$ cat config.mk
export PLATFORM = sky130hd
export DESIGN_NAME = ffc_ram
export DESIGN_NICKNAME = d
export VERILOG_FILES = /design/src/rtl/ffc_ram.sv
export SDC_FILE = /design/constraint.sdc
export NUM_CORES = 1
export LEC_CHECK = 0
export ABC_AREA = 1
export BUFFER_PORTS_ARGS = -buffer_cell sky130_fd_sc_hd__buf_2
export CAP_MARGIN = 5
export CORE_MARGIN = 2
export CORE_UTILIZATION = 55
export DETAILED_ROUTE_END_ITERATION = 8
export PLACE_DENSITY = 0.81
export RECOVER_POWER = 50
export SLEW_MARGIN = 20
export SYNTH_ARGS = -nofsm -noshare
export SYNTH_HDL_FRONTEND = slang
export SYNTH_SLANG_ARGS = --single-unit
$ cat constraint.sdc
create_clock -name clk_i -period 1.41 [get_ports clk_i]
set_input_delay 0.2115 -clock clk_i [delete_from_list [all_inputs] [get_ports clk_i]]
set_output_delay 0.2115 -clock clk_i [all_outputs]
set_load 0.01 [all_outputs]
$ cat src/rtl/ffc_ram.sv
// ----------------------------------------------------------------------------
// ffc_ram
// Generic single write, single read RAM with registered read data.
// ----------------------------------------------------------------------------
module ffc_ram #(
  parameter int unsigned Width = 8,
  parameter int unsigned Depth = 16
) (
  input  logic                     clk_i,
  input  logic                     we_i,
  input  logic [$clog2(Depth)-1:0] waddr_i,
  input  logic [Width-1:0]         wdata_i,
  input  logic [$clog2(Depth)-1:0] raddr_i,
  output logic [Width-1:0]         rdata_o
);

  logic [Width-1:0] mem [Depth];

  always_ff @(posedge clk_i) begin
    if (we_i) begin
      mem[waddr_i] <= wdata_i;
    end
    rdata_o <= mem[raddr_i];
  end

endmodule

Yosys cells after proc, flatten, opt, wreduce, memory -nomap -nowiden
Memory sizes are Yosys's and may differ from the RTL's. A register that Yosys moved wholly into a read port is not among the register bits.
Cells that the tools add are included.

word-level totals
  flip-flop bits (word level) = 0
  bits in writable memories = 128
  input bits = 18
  output and inout port bits = 8
  logic and storage cells = 3
  memories kept = 1

operators by class
  muxes and demuxes = 2

memories
  memory  words  bits a word  rd ports  clocked after memory_dff  write ports  line  source
  mem     16     8            1         1                         1            17    logic [Width-1:0] mem [Depth];

operators by type and width
  operator  number
  $mux 1    2

Depth between registers and ports, before layout
Gate-level depths: netlist (run 1).

  depth after elaboration = 2
  depth in mapped cells = 8
  gate-level depth less buffers = 7

Worst setup path before layout (run 1)
OpenSTA, ideal clock, no wires.

  path kind = input port to flip-flop
  from = input port waddr_i[2]
  to = memory mem[10][0] (enable)
  library setup time = 0.370 ns
  arrival = 0.792 ns
  data required time = 1.040 ns
  setup slack = 0.248 ns
  stages = 2
  path buffers = 0
  path through = nand3b_1 -> nor2_1

RTL lines
  item                line  source
  start: declaration  11    input logic [$clog2(Depth)-1:0] waddr_i,
  end: declaration    17

Straight into the memory's write port.

Final worst setup path (run 1)
  from = register rdata_o[2], read port of mem
  to = output port rdata_o[2]

RTL lines
  item                line  source
  start: declaration  14    output logic [Width-1:0] rdata_o

No word-level cell between the ends.

==> run metrics, run 1 <==
max cap viols=0; critical path required time=1.20 ns; fin area=6690 sq um; Top Ports=26; port bufs=25; Avg Synthesized Cell Area=10.5 sq um; Distinct cells, synth=12; ANT nets after route=0; Critical Path Stages=1; largest net degree at the start of global routing=43; Worst R2R Start=mem[4][4]$_DFFE_PP_; vias post-DR=3,991; crit-path leading delay family=flip-flops; fin nets=614; clk sink count=136; flop-to-flop setup slack=0.36 ns; CP Capture Type=output pin; RSZ-0062 raised after global routing=false; RePlAce Congestion=0.884; Skew-Pair Late Insertion Delay=0.53 ns; Synth area leaders=edfxtp_1 67%, nand2_1 11%, nand3_1 8.4%; CTS tree=yes; First-pass DRT Iterations=5; die height=106 um; routed length per instance=17.4 um; core area=10,200 sq um; Final Skew=0.0142 ns; Root Buffer Master=clkbuf_8; WL final=13.0 mm; ratio of cells with drive above 1 in the final layout=11.7%; Hold Buf Count CTS=0; GR Util All Layers=24.7%; max_slew headroom=39.0%; first-pass GRT wire length=20.2 mm; final hold vios=0; post-cts sizing count=0; Synth Instances=551; Netlist Area Pre-Place=5770 sq um; Post-Layout Cell Count=745; # DRC=0; Clk pwr share=45.2%; Congestion Overflow GR=0; Critical Setup Path Class=flop to output pin; critical path startpoint=rdata_o[2]$_DFF_P_; DP Area=6130 sq um; final setup fails=0; post-CTS setup buffer count=0; Critical Path End=rdata_o[2]; switching share of power=22.0%; Die Width=106 um; worst path arrival time=1.04 ns; Register-to-Register Path Depth=6; achievable frequency=799 MHz; power share of the combinational group=6.1%; final worst-path cycle share=88.7%; worst slew pin tran=0.915 ns; Pleak=2.90 nW; Seq cells post-synth=136; synthesis-to-finish area growth=16.0%; switching pwr=0.00206 W; highest-delay cell along the critical path=dfxtp_1; row count=37; P per Cell Area=1400 nW/um^2; Ys Warns=0; vias in the first global route=3,943; status=finished, final reports clean; placed cells=713; CTS max path bufs=2; TNS Setup=0 ns; Fin Hold WS=0.0490 ns; syn_nets=569; Post-DP HPWL=7.91 mm; # diodes=0; worst stage delay on the critical path=0.37 ns; post-synthesis sequential area ratio=69.4%; final core area utilization=65.4%; antenna violations before repair=0; top cell type's share of synthesized area=66.7%; worst r2r dst=rdata_o[4]$_DFF_P_; worst path cell trace=buf_2; H-tree Lvls=4; die area=11,300 sq um; filler cell count=756; Reg power frac=48.6%; max-slew violation count=0; crit path buf inv count=1; element type at the critical path start=flop; Initial Util=56.4%; Vias/cell=5.36; post-route minimum period=1.25 ns; CTS Buf Count=17; Clock transition at path regs=0.06 ns; cell taking the most area after synthesis=edfxtp_1; Peak VDD IR=866 uV; CP max FO=1; 1st-iter DRT viols=425; Hold Path Cell Cnt=3; internal power=0.00730 W; Hold Crit Class=primary input to flop
[sequential cells by signal, indices dropped and copies added (netlist names)]
signal and count:
rdata_o 8, mem 128
[cells in the final DEF, fill, tap and decap left out]
cell and count:
edfxtp_1 128, nor2_1 17, clkbuf_8 3, buf_4 19, buf_12 4, clkinv_4 2, bufinv_16 2, nand2_1 173
clkbuf_1 13, buf_2 16, nand3_1 97, dfxtp_1 8, clkbuf_16 16, nand3b_1 2, inv_1 100, clkinv_2 2
inv_2 2, clkinvlp_4 5
[cell usage after synthesis]
cell type  instances
buf_4              4
inv_1            100
nand3b_1           2
inv_2              2
buf_6              6
buf_1              1
buf_2             13
nor2_1            17
nand2_1          173
edfxtp_1         128
nand3_1           97
dfxtp_1            8
[cell families after synthesis]
logic type    count (synthesis)  synth area share, %
flops                       136                 69.4
simple gates                289                 21.0
buf+inv                     126                 9.52
[power by group through the flow]
| stage | clock (W) | combinational [W] | sequential [W] |
|---|---|---|---|
| after floorplan | 0 | 0.000319 | 0.00464 |
| after global placement | 0 | 0.000550 | 0.00463 |
| after detailed placement | 0 | 0.000569 | 0.00464 |
| after CTS | 0.00426 | 0.000577 | 0.00455 |
| after global routing | 0.00444 | 0.000631 | 0.00456 |
| final | 0.00424 | 0.000575 | 0.00455 |
[stage by stage]
step / setup WS, ns / total power (W)
5_1_grt: 0.134 / 0.00963
6_report: 0.159 / 0.00936
4_1_cts: 0.140 / 0.00939
2_1_floorplan: 0.248 / 0.00496
3_3_place_gp: 0.134 / 0.00518
3_5_place_dp: 0.0961 / 0.00521
[final cells by class]
type,count,area (sq um),share of cell area [%]
flip-flops and latches,136,4000,59.9
repair buffers,50,344,5.14
inverters,102,383,5.72
clock buffers,21,449,6.72
clock inverters,11,125,1.87
multi-input cells,289,1210,18.1
well taps,136,170,2.54
[routing by layer]
metal  wire, um  up-vias  track usage (%)
met5          0        -                0
met4        336        0             12.8
met3       1160       25             6.01
met2       6510      206             39.6
met1       4990     1899             31.3
li1           -     1861                -
[worst min path at each step]
stage | from | to | slack, ns
finish | raddr_i[3] | rdata_o[4]$_DFF_P_ | 0.05
global route | raddr_i[3] | rdata_o[4]$_DFF_P_ | 0.04
CTS | raddr_i[3] | rdata_o[4]$_DFF_P_ | 0.04
detailed placement | raddr_i[3] | rdata_o[4]$_DFF_P_ | 0.59
global placement | raddr_i[3] | rdata_o[7]$_DFF_P_ | 0.57
floorplan | wdata_i[0] | mem[0][0]$_DFFE_PP_ | 0.31
Power figures use the tool's default switching activity.
==> inputs of run 2 (changes only) <==
--- a/config.mk
+++ b/config.mk
@@ -6,12 +6,14 @@
 export NUM_CORES = 1
 export LEC_CHECK = 0
 export ABC_AREA = 1
-export BUFFER_PORTS_ARGS = -buffer_cell sky130_fd_sc_hd__buf_2
 export CAP_MARGIN = 5
+export CELL_PAD_IN_SITES_DETAIL_PLACEMENT = 1
+export CELL_PAD_IN_SITES_GLOBAL_PLACEMENT = 2
 export CORE_MARGIN = 2
-export CORE_UTILIZATION = 55
+export CORE_UTILIZATION = 42
 export DETAILED_ROUTE_END_ITERATION = 8
-export PLACE_DENSITY = 0.81
+export DONT_BUFFER_PORTS = 1
+export PLACE_DENSITY = 0.88
 export RECOVER_POWER = 50
 export SLEW_MARGIN = 20
 export SYNTH_ARGS = -nofsm -noshare
==> run metrics, run 2 (synthesized netlist as in run 1, its figures left out) <==
Skew-Pair Late Insertion Delay=0.42 ns; Clock transition at path regs=0.06 ns; post-CTS setup buffer count=0; Peak VDD IR=910 uV; switching share of power=21.0%; power share of the combinational group=5.0%; Setup WS post-layout=0.314 ns; Clk pwr share=46.2%; P per Cell Area=1420 nW/um^2; element type at the critical path start=primary input; DP Worst Slack=0.193 ns; top flop regs=mem x128, rdata_o x8; routed length per instance=19.8 um; Die Width=121 um; final setup fails=0; Critical Setup Path Class=primary input to flop; switching pwr=0.00197 W; crit path buf inv count=1; die area=14,700 sq um; achievable frequency=913 MHz; fin nets=596; Hold Crit Class=primary input to flop; # diodes=0; crit-path leading delay family=buffers and inverters; worst path arrival time=1.15 ns; H-tree Lvls=4; 1st-iter DRT viols=272; Overall Power=0.00938 W; status=finished, final reports clean; max cap viols=0; core area=13,300 sq um; First-pass DRT Iterations=4; Vias/cell=5.08; vias post-DR=3,895; WL final=15.2 mm; RePlAce Congestion=0.813; port bufs=0; RSZ-0062 raised after global routing=false; Congestion Overflow GR=0; max reg flops=128; post-cts sizing count=0; Reg power frac=48.8%; worst slew pin tran=0.713 ns; Initial Util=43.2%; max_slew headroom=52.3%; max-slew violation count=0; Top Ports=26; internal power=0.00741 W; worst path cell trace=nand3b_1, nor2_1, clkbuf_1; first-pass GRT wire length=23.5 mm; post-route minimum period=1.10 ns; Post-Layout Cell Count=766; Hold Buf Count CTS=10; Reg with most FFs=mem; CP max FO=8; commonest cells after routing, fill and taps aside=173 x nand2_1, 128 x edfxtp_1, 100 x inv_1; Pleak=2.80 nW; synthesis-to-finish area growth=14.9%; ANT nets after route=0; row count=42; highest-delay cell along the critical path=clkbuf_1; antenna violations before repair=0; final hold vios=0; CP Capture Type=flop; CTS Buf Count=17; die height=121 um; Post-DP HPWL=9.32 mm; Root Buffer Master=clkbuf_16; CTS tree=yes; clk sink count=136; ratio of cells with drive above 1 in the final layout=5.59%; TNS Setup=0 ns; GR Util All Layers=22.4%; critical path required time=1.46 ns; largest net degree at the start of global routing=66; placed cells=725; # DRC=0; CTS max path bufs=2; vias in the first global route=4,259; Final Skew=0.00985 ns; commonest non-fill, non-tap cell in the layout=nand2_1; worst stage delay on the critical path=0.52 ns; final worst-path cycle share=77.7%
[run 2: through the flow]
stage / utilization, % / hold WS [ns] / area [sq um]
after floorplan: - / 0.310 / 5770
after global placement: 45.1 / 0.311 / 6020
after detailed placement: 45.1 / 0.311 / 6020
after CTS: 50.1 / 0.0111 / 6690
after global routing: 49.7 / 0.0543 / 6630
final: 49.7 / 0.0435 / 6630
[run 2: path summary, 6_finish.rpt]
path,from,endpoint,slack (ns),depth (start not counted)
max,waddr_i[2],mem[9][4]$_DFFE_PP_,0.31,3
min reg2reg,mem[2][3]$_DFFE_PP_,rdata_o[3]$_DFF_P_,0.68,6
max reg2reg,mem[5][7]$_DFFE_PP_,rdata_o[7]$_DFF_P_,0.37,6
min,raddr_i[2],rdata_o[0]$_DFF_P_,0.04,3
[run 2: worst reg2reg max path: cells and delay by family (launching register included)]
kind                   cells  cell delay (ns)
buffers and inverters      1             0.07
DFF                        1             0.36
and+or+nand+nor            5             0.50
[run 2: power by group through the flow]
stage          sequential, W  combinational (W)  clock, W
2_1_floorplan        0.00464           0.000319         0
3_3_place_gp         0.00466           0.000364         0
3_5_place_dp         0.00466           0.000383         0
4_1_cts              0.00458           0.000480   0.00442
5_1_grt              0.00458           0.000522   0.00458
6_report             0.00458           0.000468   0.00434
[run 2: cell type report]
type / count / area, sq um
Clock buffer: 20 / 437
Clock inverter: 11 / 131
Fill cell: 1471 / 6720
Inverter: 102 / 383
Multi-Input combinational cell: 289 / 1210
Sequential cell: 136 / 4000
Tap cell: 176 / 220
Timing Repair Buffer: 32 / 239
[run 2: per-layer routing]
metal | GRT usage [%] | share of wire [%] | wire [um] | up-vias
met5 | 0 | 0 | 0 | -
met4 | 8.98 | 1.9 | 288 | 0
met3 | 5.83 | 4.5 | 681 | 19
met2 | 36.8 | 50 | 7650 | 83
met1 | 28.4 | 43 | 6560 | 1963
li1 | - | - | - | 1830
==> inputs of run 3 (changes only) <==
--- a/config.mk
+++ b/config.mk
@@ -10,10 +10,10 @@
 export CELL_PAD_IN_SITES_DETAIL_PLACEMENT = 1
 export CELL_PAD_IN_SITES_GLOBAL_PLACEMENT = 2
 export CORE_MARGIN = 2
-export CORE_UTILIZATION = 42
+export CORE_UTILIZATION = 38
 export DETAILED_ROUTE_END_ITERATION = 8
 export DONT_BUFFER_PORTS = 1
-export PLACE_DENSITY = 0.88
+export PLACE_DENSITY = 0.84
 export RECOVER_POWER = 50
 export SLEW_MARGIN = 20
 export SYNTH_ARGS = -nofsm -noshare
==> constraint.sdc (replaced) <==
create_clock -name clk_i -period 0.9 [get_ports clk_i]
set_input_delay 0.135 -clock clk_i [delete_from_list [all_inputs] [get_ports clk_i]]
set_output_delay 0.135 -clock clk_i [all_outputs]
set_load 0.01 [all_outputs]
==> run metrics, run 3 (synthesized netlist as in run 1, its figures left out) <==
status=finished with violations; violated checks=hold timing, setup timing; Worst R2R Start=mem[5][4]$_DFFE_PP_; P per Cell Area=2040 nW/um^2; # DRC=0; ANT nets after route=0; vias post-DR=3,798; Pleak=2.90 nW; critical path startpoint=mem[5][4]$_DFFE_PP_; die area=16,200 sq um; RSZ-0062 raised after global routing=true; Reg with most FFs=mem; H-tree Lvls=4; post-CTS setup buffer count=0; max cap viols=0; commonest non-fill, non-tap cell in the layout=nand2_1; DP Area=6130 sq um; flop-to-flop setup slack=-0.07 ns; achievable frequency=1030 MHz; Initial Util=38.4%; clk sink count=136; fin area=6950 sq um; Peak VDD IR=1400 uV; core area=15,000 sq um; Clock transition at path regs=0.05 ns; Final Skew=0.00884 ns; first-pass GRT wire length=23.1 mm; Hold Crit Class=primary input to flop; Skew-Pair Late Insertion Delay=0.41 ns; ratio of cells with drive above 1 in the final layout=22.2%; Congestion Overflow GR=0; post-route minimum period=0.975 ns; final setup fails=11; antenna violations before repair=0; RePlAce Congestion=0.782; routed length per instance=19.4 um; worst slew pin tran=0.376 ns; Fin Hold WS=-0.187 ns; max_slew headroom=74.9%; max-slew violation count=0; fin nets=585; Post-DP HPWL=9.43 mm; GR Util All Layers=19.7%; Hold Path Cell Cnt=0; CP Capture Type=flop; CTS max path bufs=2; Top Ports=26; top flop regs=mem x128, rdata_o x8; synthesis-to-finish area growth=20.5%; critical path required time=1.20 ns; CTS tree=yes; vias in the first global route=4,140; Register-to-Register Path Depth=6; die height=127 um; CP max FO=1; Critical Setup Path Class=flop to flop; CTS Buf Count=17; WL final=14.9 mm; max reg flops=128; worst r2r dst=rdata_o[4]$_DFF_P_; Setup WS post-layout=-0.0745 ns; final worst-path cycle share=108%; largest net degree at the start of global routing=66; Root Buffer Master=clkbuf_16; # diodes=0; Die Width=127 um; final hold vios=136; First-pass DRT Iterations=4; commonest cells after routing, fill and taps aside=163 x nand2_1, 128 x edfxtp_1, 100 x inv_1; 1st-iter DRT viols=185; element type at the critical path start=flop; row count=45; Critical Path End=rdata_o[4]$_DFF_P_; worst path arrival time=1.28 ns; port bufs=0; Vias/cell=4.95
[run 3: where the power goes]
part / internal, W / total (W) / switching, W
logic: 0.000282 / 0.000754 / 0.000472
clock network: 0.00390 / 0.00626 / 0.00235
registers: 0.00710 / 0.00718 / 0.0000786
total: 0.0113 / 0.0142 / 0.00290
[run 3: layout make-up]
| class | count | area [sq um] |
|---|---|---|
| Multi-Input combinational cell | 289 | 1570 |
| Clock inverter | 6 | 51.3 |
| Inverter | 102 | 383 |
| Sequential cell | 136 | 4020 |
| Fill cell | 1595 | 8090 |
| Tap cell | 188 | 235 |
| Timing Repair Buffer | 21 | 208 |
| Clock buffer | 26 | 479 |
[run 3: worst min-delay path by stage]
stage | slack, ns | startpoint | end
6_report | -0.19 | wdata_i[4] | mem[2][4]$_DFFE_PP_
2_1_floorplan | 0.23 | wdata_i[0] | mem[0][0]$_DFFE_PP_
5_1_grt | -0.21 | wdata_i[0] | mem[7][0]$_DFFE_PP_
4_1_cts | -0.21 | wdata_i[1] | mem[4][1]$_DFFE_PP_
3_5_place_dp | 0.23 | wdata_i[1] | mem[4][1]$_DFFE_PP_
3_3_place_gp | 0.23 | wdata_i[1] | mem[6][1]$_DFFE_PP_
[run 3: timing repair]
action	CTS	global route
pin swaps	9	14
endpoints found under the hold margin	136	136
resized for setup	28	40
setup endpoints to repair	16	16
[run 3: worst max-delay path, stage by stage, from the launching register on]
cell,delay [ns]
edfxtp_1,0.36
inv_1,0.07
nand2_1,0.06
nand3_1,0.08
nand3_1,0.11
nand3_2,0.12
nand2_1,0.06
[run 3: layer usage]
| layer | track usage, % | routed length [um] | share of wire (%) |
|---|---|---|---|
| met1 | 23.6 | 6360 | 43 |
| met2 | 34.2 | 7700 | 52 |
| met3 | 4.69 | 421 | 2.8 |
| met4 | 8.14 | 403 | 2.7 |
| met5 | 0 | 0 | 0 |
[run 3: stage by stage]
step	setup TNS (ns)	cells	utilization [%]	setup WS (ns)	total power (W)
2_1_floorplan	-7.13	551	-	-0.109	0.00779
3_5_place_dp	-19.29	736	40.8	-0.190	0.00796
6_report	-0.382	768	46.2	-0.0745	0.0142
3_3_place_gp	-15.26	736	40.8	-0.174	0.00794
4_1_cts	-0.731	768	45.0	-0.0722	0.0143
5_1_grt	-1.07	768	46.2	-0.114	0.0147
